==> src/rtl/b64d_pkg.sv <==
`timescale 1ns / 1ps
`default_nettype none
// ----------------------------------------------------------------------------
// b64d_pkg
// Shared types, codes and helpers of the base64 packet deframer.
// ----------------------------------------------------------------------------
package b64d_pkg;

  localparam int LENGTH_BYTES = 2;
  localparam int SUM_BYTES    = 4;
  localparam int GROUP_DEPTH  = 4;

  localparam logic [31:0] SUM_MASK = 32'((64'd1 << (8 * SUM_BYTES)) - 64'd1);

  localparam logic [1:0] KIND_BODY   = 2'd0;
  localparam logic [1:0] KIND_GOOD   = 2'd1;
  localparam logic [1:0] KIND_SUMERR = 2'd2;
  localparam logic [1:0] KIND_ABORT  = 2'd3;

  localparam logic [1:0] REG_PATTERN = 2'd0;
  localparam logic [1:0] REG_HDR_LEN = 2'd1;
  localparam logic [1:0] REG_MAX_PAY = 2'd2;

  localparam logic [7:0] CHAR_LF  = 8'h0A;
  localparam logic [7:0] CHAR_CR  = 8'h0D;
  localparam logic [7:0] CHAR_SP  = 8'h20;
  localparam logic [7:0] CHAR_TAB = 8'h09;

  typedef struct packed {
    logic [63:0] header_pattern;
    logic [3:0]  header_length;
    logic [15:0] max_payload;
  } cfg_t;

  typedef struct packed {
    logic [1:0] kind;
    logic [7:0] data;
  } result_t;

  typedef struct packed {
    logic [1:0]        count;
    result_t [2:0]     res;
  } group_t;

  typedef struct packed {
    logic       valid;
    logic       pad;
    logic [5:0] value;
  } b64_t;

  function automatic b64_t b64_decode(logic [7:0] c);
    b64_t r;
    r = '0;
    if (c >= 8'h41 && c <= 8'h5A) begin
      r.valid = 1'b1;
      r.value = 6'(c - 8'h41);
    end else if (c >= 8'h61 && c <= 8'h7A) begin
      r.valid = 1'b1;
      r.value = 6'(c - 8'h61 + 8'd26);
    end else if (c >= 8'h30 && c <= 8'h39) begin
      r.valid = 1'b1;
      r.value = 6'(c - 8'h30 + 8'd52);
    end else if (c == 8'h2B) begin
      r.valid = 1'b1;
      r.value = 6'd62;
    end else if (c == 8'h2F) begin
      r.valid = 1'b1;
      r.value = 6'd63;
    end else if (c == 8'h3D) begin
      r.valid = 1'b1;
      r.pad   = 1'b1;
    end
    return r;
  endfunction

endpackage
`default_nettype wire

==> src/rtl/b64d_if.sv <==
`timescale 1ns / 1ps
`default_nettype none
// ----------------------------------------------------------------------------
// b64d_if
// Valid/ready stream interfaces for raw characters and deframer results.
// ----------------------------------------------------------------------------
interface b64d_in_if;
  logic       valid;
  logic       ready;
  logic [7:0] in_byte;

  modport source (output valid, output in_byte, input ready);
  modport sink (input valid, input in_byte, output ready);
endinterface

interface b64d_out_if;
  logic       valid;
  logic       ready;
  logic [1:0] kind;
  logic [7:0] data;
  logic       last;

  modport source (output valid, output kind, output data, output last, input ready);
  modport sink (input valid, input kind, input data, input last, output ready);
endinterface
`default_nettype wire

==> src/rtl/b64d_cfg.sv <==
`timescale 1ns / 1ps
`default_nettype none
// ----------------------------------------------------------------------------
// b64d_cfg
// APB register bank: header pattern, header length and maximum body length.
// ----------------------------------------------------------------------------
module b64d_cfg (
  input  wire logic          clk,
  input  wire logic          rst,
  input  wire logic          psel,
  input  wire logic          penable,
  input  wire logic          pwrite,
  input  wire logic [4:0]    paddr,
  input  wire logic [63:0]   pwdata,
  output logic [63:0]        prdata,
  output logic               pready,
  output b64d_pkg::cfg_t     cfg
);

  logic       wr_en;
  logic [1:0] reg_idx;

  assign pready  = 1'b1;
  assign wr_en   = psel && penable && pwrite && pready;
  assign reg_idx = paddr[4:3];

  always_ff @(posedge clk) begin
    if (rst) begin
      cfg.header_pattern <= '0;
      cfg.header_length  <= 4'd1;
      cfg.max_payload    <= 16'hFFFF;
    end else if (wr_en) begin
      case (reg_idx)
        b64d_pkg::REG_PATTERN: cfg.header_pattern <= pwdata;
        b64d_pkg::REG_HDR_LEN: cfg.header_length  <= pwdata[3:0];
        b64d_pkg::REG_MAX_PAY: cfg.max_payload    <= pwdata[15:0];
        default: ;
      endcase
    end
  end

  always_comb begin
    case (reg_idx)
      b64d_pkg::REG_PATTERN: prdata = cfg.header_pattern;
      b64d_pkg::REG_HDR_LEN: prdata = {60'd0, cfg.header_length};
      b64d_pkg::REG_MAX_PAY: prdata = {48'd0, cfg.max_payload};
      default:               prdata = '0;
    endcase
  end

endmodule
`default_nettype wire

==> src/rtl/b64d_core.sv <==
`timescale 1ns / 1ps
`default_nettype none
// ----------------------------------------------------------------------------
// b64d_core
// Input register and single-pass framing logic: header hunt, base64 quanta,
// length, body, checksum. Emits a group of up to three results per character.
// ----------------------------------------------------------------------------
module b64d_core (
  input  wire logic            clk,
  input  wire logic            rst,
  input  wire b64d_pkg::cfg_t  cfg,
  input  wire logic            room,
  b64d_in_if.sink              in_ch,
  output logic                 push,
  output b64d_pkg::group_t     push_group
);

  typedef enum logic [1:0] {MODE_HUNT, MODE_LEN, MODE_BODY, MODE_SUM} mode_t;

  logic        held_valid;
  logic [7:0]  held_byte;

  mode_t       mode, mode_next;
  logic [2:0]  step_count, step_next;
  logic [5:0]  qchars [3];
  logic [5:0]  qchars_next [3];
  logic [1:0]  qfill, qfill_next;
  logic        pad_third, pad_next;
  logic [15:0] length_value, length_next;
  logic        len_over, over_next;
  logic [15:0] body_count, body_next;
  logic [31:0] running_sum, rsum_next;
  logic [31:0] received_sum, xsum_next;
  logic        skip, skip_next;

  b64d_pkg::group_t grp;
  b64d_pkg::b64_t   bval;
  logic [3:0]  hl;
  logic [7:0]  expect_char;
  logic        is_space;
  logic [23:0] word;
  logic [1:0]  nbytes;
  logic [1:0]  n;
  logic [7:0]  b;

  assign in_ch.ready = room;
  assign push        = held_valid && (grp.count != 2'd0);
  assign push_group  = grp;

  assign bval        = b64d_pkg::b64_decode(held_byte);
  assign expect_char = cfg.header_pattern[{step_count, 3'b000} +: 8];
  assign is_space    = (held_byte == b64d_pkg::CHAR_LF) || (held_byte == b64d_pkg::CHAR_CR) ||
                       (held_byte == b64d_pkg::CHAR_SP) || (held_byte == b64d_pkg::CHAR_TAB);

  always_comb begin
    if (cfg.header_length == 4'd0) begin
      hl = 4'd1;
    end else if (cfg.header_length > 4'd8) begin
      hl = 4'd8;
    end else begin
      hl = cfg.header_length;
    end
  end

  always_comb begin
    mode_next    = mode;
    step_next    = step_count;
    qchars_next  = qchars;
    qfill_next   = qfill;
    pad_next     = pad_third;
    length_next  = length_value;
    over_next    = len_over;
    body_next    = body_count;
    rsum_next    = running_sum;
    xsum_next    = received_sum;
    skip_next    = skip;
    grp          = '0;
    n            = 2'd0;
    word         = {qchars[0], qchars[1], qchars[2], bval.value};
    nbytes       = pad_third ? 2'd1 : (bval.pad ? 2'd2 : 2'd3);
    b            = '0;
    if (held_valid) begin
      if (skip) begin
        if (held_byte == b64d_pkg::CHAR_LF) begin
          skip_next = 1'b0;
        end
      end else if (mode == MODE_HUNT) begin
        if (held_byte != expect_char) begin
          step_next = 3'd0;
        end else if ({1'b0, step_count} + 4'd1 >= hl) begin
          mode_next   = MODE_LEN;
          step_next   = 3'd0;
          qfill_next  = 2'd0;
          pad_next    = 1'b0;
          length_next = '0;
          over_next   = 1'b0;
        end else begin
          step_next = step_count + 3'd1;
        end
      end else if (!bval.valid) begin
        if (!is_space) begin
          grp.res[n].kind = b64d_pkg::KIND_ABORT;
          n               = n + 2'd1;
          mode_next       = MODE_HUNT;
          step_next       = 3'd0;
        end
      end else if (qfill != 2'd3) begin
        qchars_next[qfill] = bval.value;
        if (qfill == 2'd2) begin
          pad_next = bval.pad;
        end
        qfill_next = qfill + 2'd1;
      end else begin
        qfill_next = 2'd0;
        pad_next   = 1'b0;
        for (int i = 0; i < 3; i++) begin
          b = word[23 - 8 * i -: 8];
          if (2'(i) < nbytes && mode_next != MODE_HUNT) begin
            case (mode_next)
              MODE_LEN: begin
                if (length_next[15:8] != 8'd0) begin
                  over_next = 1'b1;
                end
                length_next = {length_next[7:0], b};
                step_next   = step_next + 3'd1;
                if (step_next >= 3'(b64d_pkg::LENGTH_BYTES)) begin
                  step_next = 3'd0;
                  if (over_next || length_next > cfg.max_payload) begin
                    grp.res[n].kind = b64d_pkg::KIND_ABORT;
                    n               = n + 2'd1;
                    mode_next       = MODE_HUNT;
                  end else begin
                    rsum_next = '0;
                    body_next = '0;
                    xsum_next = '0;
                    mode_next = (length_next == 16'd0) ? MODE_SUM : MODE_BODY;
                  end
                end
              end
              MODE_BODY: begin
                grp.res[n].kind = b64d_pkg::KIND_BODY;
                grp.res[n].data = b;
                n               = n + 2'd1;
                rsum_next       = rsum_next + 32'(b);
                body_next       = body_next + 16'd1;
                if (body_next == length_next) begin
                  mode_next = MODE_SUM;
                  step_next = 3'd0;
                  xsum_next = '0;
                end
              end
              MODE_SUM: begin
                xsum_next = {xsum_next[23:0], b};
                step_next = step_next + 3'd1;
                if (step_next >= 3'(b64d_pkg::SUM_BYTES)) begin
                  mode_next = MODE_HUNT;
                  step_next = 3'd0;
                  if ((xsum_next & b64d_pkg::SUM_MASK) ==
                      (rsum_next & b64d_pkg::SUM_MASK)) begin
                    grp.res[n].kind = b64d_pkg::KIND_GOOD;
                    skip_next       = 1'b1;
                  end else begin
                    grp.res[n].kind = b64d_pkg::KIND_SUMERR;
                  end
                  n = n + 2'd1;
                end
              end
              default: ;
            endcase
          end
        end
      end
    end
    grp.count = n;
  end

  always_ff @(posedge clk) begin
    if (in_ch.valid && in_ch.ready) begin
      held_byte <= in_ch.in_byte;
    end
    qchars <= qchars_next;
    if (rst) begin
      held_valid   <= 1'b0;
      mode         <= MODE_HUNT;
      step_count   <= 3'd0;
      qfill        <= 2'd0;
      pad_third    <= 1'b0;
      len_over     <= 1'b0;
      skip         <= 1'b0;
      length_value <= '0;
      body_count   <= '0;
      running_sum  <= '0;
      received_sum <= '0;
    end else begin
      held_valid   <= in_ch.valid && in_ch.ready;
      mode         <= mode_next;
      step_count   <= step_next;
      qfill        <= qfill_next;
      pad_third    <= pad_next;
      len_over     <= over_next;
      skip         <= skip_next;
      length_value <= length_next;
      body_count   <= body_next;
      running_sum  <= rsum_next;
      received_sum <= xsum_next;
    end
  end

`ifndef ASSERT_OFF
  a_skip_in_hunt: assert property (@(posedge clk) disable iff (rst)
    skip |-> mode == MODE_HUNT)
    else $error("newline skip active outside header hunt");

  a_step_bounded: assert property (@(posedge clk) disable iff (rst)
    mode != MODE_HUNT |-> step_count < 3'd4)
    else $error("length or checksum byte count out of range");

  a_body_bounded: assert property (@(posedge clk) disable iff (rst)
    mode == MODE_BODY |-> body_count < length_value)
    else $error("body count reached length without leaving body");
`endif

endmodule
`default_nettype wire

==> src/rtl/b64d_fifo.sv <==
`timescale 1ns / 1ps
`default_nettype none
// ----------------------------------------------------------------------------
// b64d_fifo
// Result group queue; unpacks each group into one output transaction per result.
// ----------------------------------------------------------------------------
module b64d_fifo #(
  parameter int DEPTH = b64d_pkg::GROUP_DEPTH
) (
  input  wire logic              clk,
  input  wire logic              rst,
  input  wire logic              push,
  input  wire b64d_pkg::group_t  push_group,
  output logic                   room,
  b64d_out_if.source             out_ch
);

  localparam int PtrW = $clog2(DEPTH);
  localparam int CntW = $clog2(DEPTH + 1);

  b64d_pkg::group_t mem [DEPTH];
  b64d_pkg::group_t head;
  b64d_pkg::result_t cur;

  logic [PtrW-1:0] wr_ptr, rd_ptr;
  logic [CntW-1:0] count;
  logic [1:0]      idx;
  logic            xfer;
  logic            pop;

  assign head         = mem[rd_ptr];
  assign cur          = head.res[idx];
  assign out_ch.valid = count != '0;
  assign out_ch.kind  = cur.kind;
  assign out_ch.data  = cur.data;
  assign out_ch.last  = idx == (head.count - 2'd1);
  assign xfer         = out_ch.valid && out_ch.ready;
  assign pop          = xfer && out_ch.last;
  assign room         = count <= CntW'(DEPTH - 2);

  always_ff @(posedge clk) begin
    if (push) begin
      mem[wr_ptr] <= push_group;
    end
    if (rst) begin
      wr_ptr <= '0;
      rd_ptr <= '0;
      count  <= '0;
      idx    <= '0;
    end else begin
      if (push) begin
        wr_ptr <= (wr_ptr == PtrW'(DEPTH - 1)) ? '0 : wr_ptr + PtrW'(1);
      end
      if (pop) begin
        rd_ptr <= (rd_ptr == PtrW'(DEPTH - 1)) ? '0 : rd_ptr + PtrW'(1);
      end
      count <= count + CntW'(push) - CntW'(pop);
      if (xfer) begin
        idx <= out_ch.last ? 2'd0 : idx + 2'd1;
      end
    end
  end

`ifndef ASSERT_OFF
  a_no_overflow: assert property (@(posedge clk) disable iff (rst)
    push && count == CntW'(DEPTH) |-> pop)
    else $error("result group pushed into a full queue");

  a_idx_in_group: assert property (@(posedge clk) disable iff (rst)
    count != '0 |-> idx < head.count)
    else $error("result index beyond head group");

  a_no_empty_group: assert property (@(posedge clk) disable iff (rst)
    push |-> push_group.count != 2'd0)
    else $error("empty result group queued");
`endif

endmodule
`default_nettype wire

==> src/rtl/base64_packet_deframer_unit.sv <==
`timescale 1ns / 1ps
`default_nettype none
// Path: a character accepted on in_ch is held in the core's input register, and its
//   results are written into the result queue before they are offered on out_ch.
// Throughput: one character per cycle; in_ch.ready drops while more than DEPTH-2
//   result groups are queued, each group giving one to three output transactions.
// Reset: synchronous rst returns to header hunt, empties the result queue and
//   loads the register defaults (pattern 0, header length 1, max body 65535).
// ----------------------------------------------------------------------------
// base64_packet_deframer_unit
// Base64 packet deframer top level: registers, framing core, result queue.
// ----------------------------------------------------------------------------
module base64_packet_deframer_unit #(
  parameter int DEPTH = b64d_pkg::GROUP_DEPTH
) (
  input  wire logic        clk,
  input  wire logic        rst,
  b64d_in_if.sink          in_ch,
  b64d_out_if.source       out_ch,
  input  wire logic        psel,
  input  wire logic        penable,
  input  wire logic        pwrite,
  input  wire logic [4:0]  paddr,
  input  wire logic [63:0] pwdata,
  output logic [63:0]      prdata,
  output logic             pready
);

  b64d_pkg::cfg_t   cfg;
  b64d_pkg::group_t push_group;
  logic             push;
  logic             room;

  b64d_cfg u_cfg (
    .clk     (clk),
    .rst     (rst),
    .psel    (psel),
    .penable (penable),
    .pwrite  (pwrite),
    .paddr   (paddr),
    .pwdata  (pwdata),
    .prdata  (prdata),
    .pready  (pready),
    .cfg     (cfg)
  );

  b64d_core u_core (
    .clk        (clk),
    .rst        (rst),
    .cfg        (cfg),
    .room       (room),
    .in_ch      (in_ch),
    .push       (push),
    .push_group (push_group)
  );

  b64d_fifo #(
    .DEPTH (DEPTH)
  ) u_fifo (
    .clk        (clk),
    .rst        (rst),
    .push       (push),
    .push_group (push_group),
    .room       (room),
    .out_ch     (out_ch)
  );

endmodule
`default_nettype wire
==> src/flat_wrapper.sv <==
// flat-port wrapper written by rule: the top's interface ports become plain ports
module base64_packet_deframer_unit_flat 
#(
  parameter int DEPTH = b64d_pkg::GROUP_DEPTH
)
  (clk, rst, psel, penable, pwrite, paddr, pwdata, prdata, pready, in_ch_valid, in_ch_in_byte, in_ch_ready, out_ch_valid, out_ch_kind, out_ch_data, out_ch_last, out_ch_ready);
  b64d_in_if in_ch_i ();
  b64d_out_if out_ch_i ();
  input  wire logic clk;
  input  wire logic rst;
  input  wire logic psel;
  input  wire logic penable;
  input  wire logic pwrite;
  input  wire logic [4:0] paddr;
  input  wire logic [63:0] pwdata;
  output logic [63:0] prdata;
  output logic pready;
  input wire logic [$bits(in_ch_i.valid)-1:0] in_ch_valid;
  input wire logic [$bits(in_ch_i.in_byte)-1:0] in_ch_in_byte;
  output wire logic [$bits(in_ch_i.ready)-1:0] in_ch_ready;
  output wire logic [$bits(out_ch_i.valid)-1:0] out_ch_valid;
  output wire logic [$bits(out_ch_i.kind)-1:0] out_ch_kind;
  output wire logic [$bits(out_ch_i.data)-1:0] out_ch_data;
  output wire logic [$bits(out_ch_i.last)-1:0] out_ch_last;
  input wire logic [$bits(out_ch_i.ready)-1:0] out_ch_ready;
  assign in_ch_i.valid = in_ch_valid;
  assign in_ch_i.in_byte = in_ch_in_byte;
  assign in_ch_ready = in_ch_i.ready;
  assign out_ch_valid = out_ch_i.valid;
  assign out_ch_kind = out_ch_i.kind;
  assign out_ch_data = out_ch_i.data;
  assign out_ch_last = out_ch_i.last;
  assign out_ch_i.ready = out_ch_ready;
  base64_packet_deframer_unit #(.DEPTH(DEPTH)) u_core (.clk(clk), .rst(rst), .in_ch(in_ch_i), .out_ch(out_ch_i), .psel(psel), .penable(penable), .pwrite(pwrite), .paddr(paddr), .pwdata(pwdata), .prdata(prdata), .pready(pready));
endmodule
==> config.mk <==
export PLATFORM = sky130hd
export DESIGN_NAME = base64_packet_deframer_unit_flat
export DESIGN_NICKNAME = d
export VERILOG_FILES = /design/src/rtl/b64d_pkg.sv /design/src/rtl/b64d_if.sv /design/src/rtl/b64d_cfg.sv /design/src/rtl/b64d_core.sv /design/src/rtl/b64d_fifo.sv /design/src/rtl/base64_packet_deframer_unit.sv /design/src/flat_wrapper.sv
export SDC_FILE = /design/constraint.sdc
export NUM_CORES = 1
export LEC_CHECK = 0
export BUFFER_PORTS_ARGS = -buffer_cell sky130_fd_sc_hd__buf_2
export CAP_MARGIN = 20
export CORE_ASPECT_RATIO = 1.2
export CORE_MARGIN = 2
export CORE_UTILIZATION = 35
export CTS_CLUSTER_DIAMETER = 60
export CTS_CLUSTER_SIZE = 24
export DETAILED_ROUTE_END_ITERATION = 10
export PLACE_DENSITY = 0.48
export SLEW_MARGIN = 20
export SYNTH_ARGS = -nofsm -noshare
export SYNTH_HDL_FRONTEND = slang
export SYNTH_SLANG_ARGS = --single-unit
==> constraint.sdc <==
create_clock -name clk -period 12.6 [get_ports clk]
set_input_delay 1.26 -clock clk [delete_from_list [all_inputs] [get_ports clk]]
set_output_delay 1.26 -clock clk [all_outputs]
set_load 0.01 [all_outputs]
==> flow_summary.ini <==
[global_route]
grt_overflow = 0
first_global_vias = 27100
grt.total_usage_pct = 27.8
antenna_found_initial = 3
grt_max_degree = 94
grt_first_pass_wirelength_um = 178000

[synthesis]
synth-seq-cells = 348
ys_warn_count = 0
synth_async_sr_flop_share_pct = 0
syn-mean-instance-area_um2 = 8.19
seq_area_frac_synth_pct = 29.8
syn_inst = 3486
syn-num-nets = 3698
synth_edf_count = 154
ys_types = 113
synth_ff_type = dfxtp_1
netlist_area_mm2 = 0.0285

[run_status]
status = finished, final reports clean

[worst_setup_path]
cp_top_family = simple AND/OR/NAND/NOR gates
required_ns = 13.05
crit_type = reg -> reg
path_buf_inv = 3
start_kind = flop
worstPathArrival_ns = 10.94
cp_slowest_cell = or4_1
crit_path_max_incr_delay_ns = 0.75
cp_common_cell = ha_1
regToRegSetupSlack_ns = 2.11
endpoint_kind = flop
worstPathMaxFanout = 8

[timing]
rsz0062_at_grt = no
fin_ws_ns = 2.11
period_share_pct = 83.3
slew_headroom_pct = 16.1
worstMarginPinSlew_ns = 1.25
setup_viol = 0
skew_ns = 0.0299
fin_crit_ns = 10.49
fmax_mhz = 95.3
fin_tns_setup_ns = 0
hold_viol = 0
slew_viol_final = 0

[power_and_ir_drop]
p_sw_share_pct = 26.0
power_leakage_nw = 11.6
internal_power_w = 0.00183
seq_power_share_pct = 47.8
cellPowerDensity_mw_per_mm2 = 78.1
p_comb_share_pct = 4.5
ir_drop_v = 0.0000996
power.switching_w = 0.000643
clkPwrFrac_pct = 47.7

[placed_design]
port_buffers = 157
place_ws_ns = 1.71
finalWeightedCongestion = 0.968
hpwl_um = 86600

[clock_network]
clkTransAtPathRegs_ns = 0.09
numCtsBuffers = 36
clk_latency_ns = 0.60
cts_tree = yes
cts-hold-fix-buffers = 0
clock_path_buffers = 3
cts-resized-gates = 0
cts-htree-levels = 2
cts_root_buf = clkbuf_16
postCtsSetupBuffers = 0
cts_sinks = 348

[die]
rows = 114
dieWidth_um = 265
core_mm2 = 0.0806
start_util_pct = 35.4
io_pins = 162
dieArea_mm2 = 0.0838
die_y_um = 317

[finish]
layout_commonest_cell = nand2_1
area_growth_pct = 10.9
final_cell_mix = nand2_1 (403), nor2_1 (289), a21oi_1 (243)
drive_gt1_share_pct = 12.9
multi_input_area_mm2 = 0.0187
nFillCells = 8309
num-nets-final = 3742
seq_area_mm2 = 0.00851

[route]
final_antenna_net_count = 0
drt-wirelength-per-cell_um = 26.0
wl_um = 120000
drc = 0
viasPerCell = 6.20
drtIter0Drc = 2516
firstDrtPassIters = 6
vias = 28500

[hold_path]
hold_path_class = reg -> reg

[flow_run]
cap_violations = 0
-- cells in the mapped netlist (31+ instances only) --
master    instances  area, um2
nand3_1          95        475
and2_1           92        576
inv_1           118        443
a22oi_1          32        240
nor3_1          114        571
ha_1            124       1550
nor4_1           83        519
a22o_1           40        350
o21ai_0         182        911
xor2_1           48        420
xnor2_1          97        850
a211oi_1         40        300
clkbuf_1        188        706
nor2_1          291       1090
a21oi_1         243       1220
o22ai_1          41        257
a21o_1           43        323
or3_1            37        231
nand2_1         405       1520
mux4_2           48       1080
edfxtp_1        154       4620
mux2i_1          80        801
nand4_1          51        319
nand2b_1         31        194
dfxtp_1         194       3880
a31oi_1          58        363
-- final timing paths --
check / to / cells past startpoint / from
max: u_core.u_fifo.count[1]$_SDFF_PP0_ / 34 / u_core.u_core.qchars[17]$_DFFE_PP_
min: u_core.u_cfg.cfg[71]$_SDFFE_PP0P_ / 2 / u_core.u_cfg.cfg[71]$_SDFFE_PP0P_
max reg2reg: u_core.u_fifo.count[1]$_SDFF_PP0_ / 34 / u_core.u_core.qchars[17]$_DFFE_PP_
min reg2reg: u_core.u_cfg.cfg[71]$_SDFFE_PP0P_ / 2 / u_core.u_cfg.cfg[71]$_SDFFE_PP0P_
-- layer usage --
metal / routed length [um] / GRT usage (%) / vias to the layer above
li1: - / - / 13200
met3: 7410 / 4.00 / 318
met4: 6570 / 13.6 / 2
met2: 56700 / 47.5 / 1170
met1: 48900 / 34.3 / 13800
met5: 7 / 0 / -
-- sequential cells by signal (all words and copies together) (netlist names), named ones only --
| register | flops |
|---|---|
| u_core.u_fifo.mem | 128 |
| u_core.u_cfg.cfg | 84 |
| u_core.u_core.running_sum | 32 |
| u_core.u_core.received_sum | 24 |
| u_core.u_core.qchars | 18 |
| u_core.u_core.body_count | 16 |
| u_core.u_core.length_value | 16 |
| u_core.u_core.held_byte | 8 |
| u_core.u_core.step_count | 3 |
| u_core.u_fifo.count | 3 |
| u_core.u_core.mode | 2 |
| u_core.u_core.qfill | 2 |
| u_core.u_fifo.idx | 2 |
| u_core.u_fifo.rd_ptr | 2 |
| u_core.u_fifo.wr_ptr | 2 |
| u_core.u_core.held_valid | 1 |
| u_core.u_core.len_over | 1 |
| u_core.u_core.pad_third | 1 |
| u_core.u_core.skip | 1 |
-- power groups by stage --
stage	clock network [W]	registers [W]	logic, W
detailed placement	0	0.00121	0.000112
global placement	0	0.00121	0.000113
floorplan	0	0.00120	0.0000650
CTS	0.00120	0.00118	0.000112
finish	0.00118	0.00118	0.000112
global route	0.00124	0.00118	0.000122
-- cell type report --
cell class / count / area share [%]
Timing Repair Buffer: 247 / 4.64
Antenna cell: 1 / 0.00790
Clock buffer: 37 / 2.86
Tap cell: 1044 / 4.13
Multi-Input combinational cell: 2779 / 59.0
Clock inverter: 27 / 1.09
Sequential cell: 348 / 26.9
Inverter: 118 / 1.40
-- cells by family (layout without fill, tap and decap cells) --
| family | count (synthesis) | in the layout | synth area share, % |
|---|---|---|---|
| AND/OR/NAND/NOR | 1358 | 1358 | 23.7 |
| XOR/XNOR | 148 | 148 | 4.71 |
| buffers and inverters | 359 | 429 | 4.99 |
| AO/OA/AOI/OAI | 1007 | 1007 | 24.1 |
| other | 1 | 2 | 0.0131 |
| flip-flops | 348 | 348 | 29.8 |
| adder cells (fa/ha/maj) | 128 | 128 | 5.72 |
| multiplexers | 137 | 137 | 6.95 |
-- worst reg2reg max path, delay by kind of cell, from the launching register on --
family | cells | cell delay [ns]
DFF | 1 | 0.70
buffers and inverters | 3 | 0.34
and+or+nand+nor | 15 | 4.75
AOI/OAI and AO/OA | 10 | 2.61
adders and majority gates | 6 | 1.95
-- per-stage QoR --
stage / cells / utilization (%) / area (um2) / power (W) / hold WS (ns)
6_report: 4601 / 39.3 / 31700 / 0.00247 / 0.467
5_1_grt: 4601 / 39.3 / 31700 / 0.00254 / 0.490
4_1_cts: 4600 / 39.3 / 31600 / 0.00250 / 0.470
3_5_place_dp: 4536 / 37.7 / 30400 / 0.00132 / 0.458
3_3_place_gp: 4536 / 37.7 / 30400 / 0.00132 / 0.451
2_1_floorplan: 3486 / - / 28500 / 0.00127 / 0.442
Power figures use the tool's default switching activity.
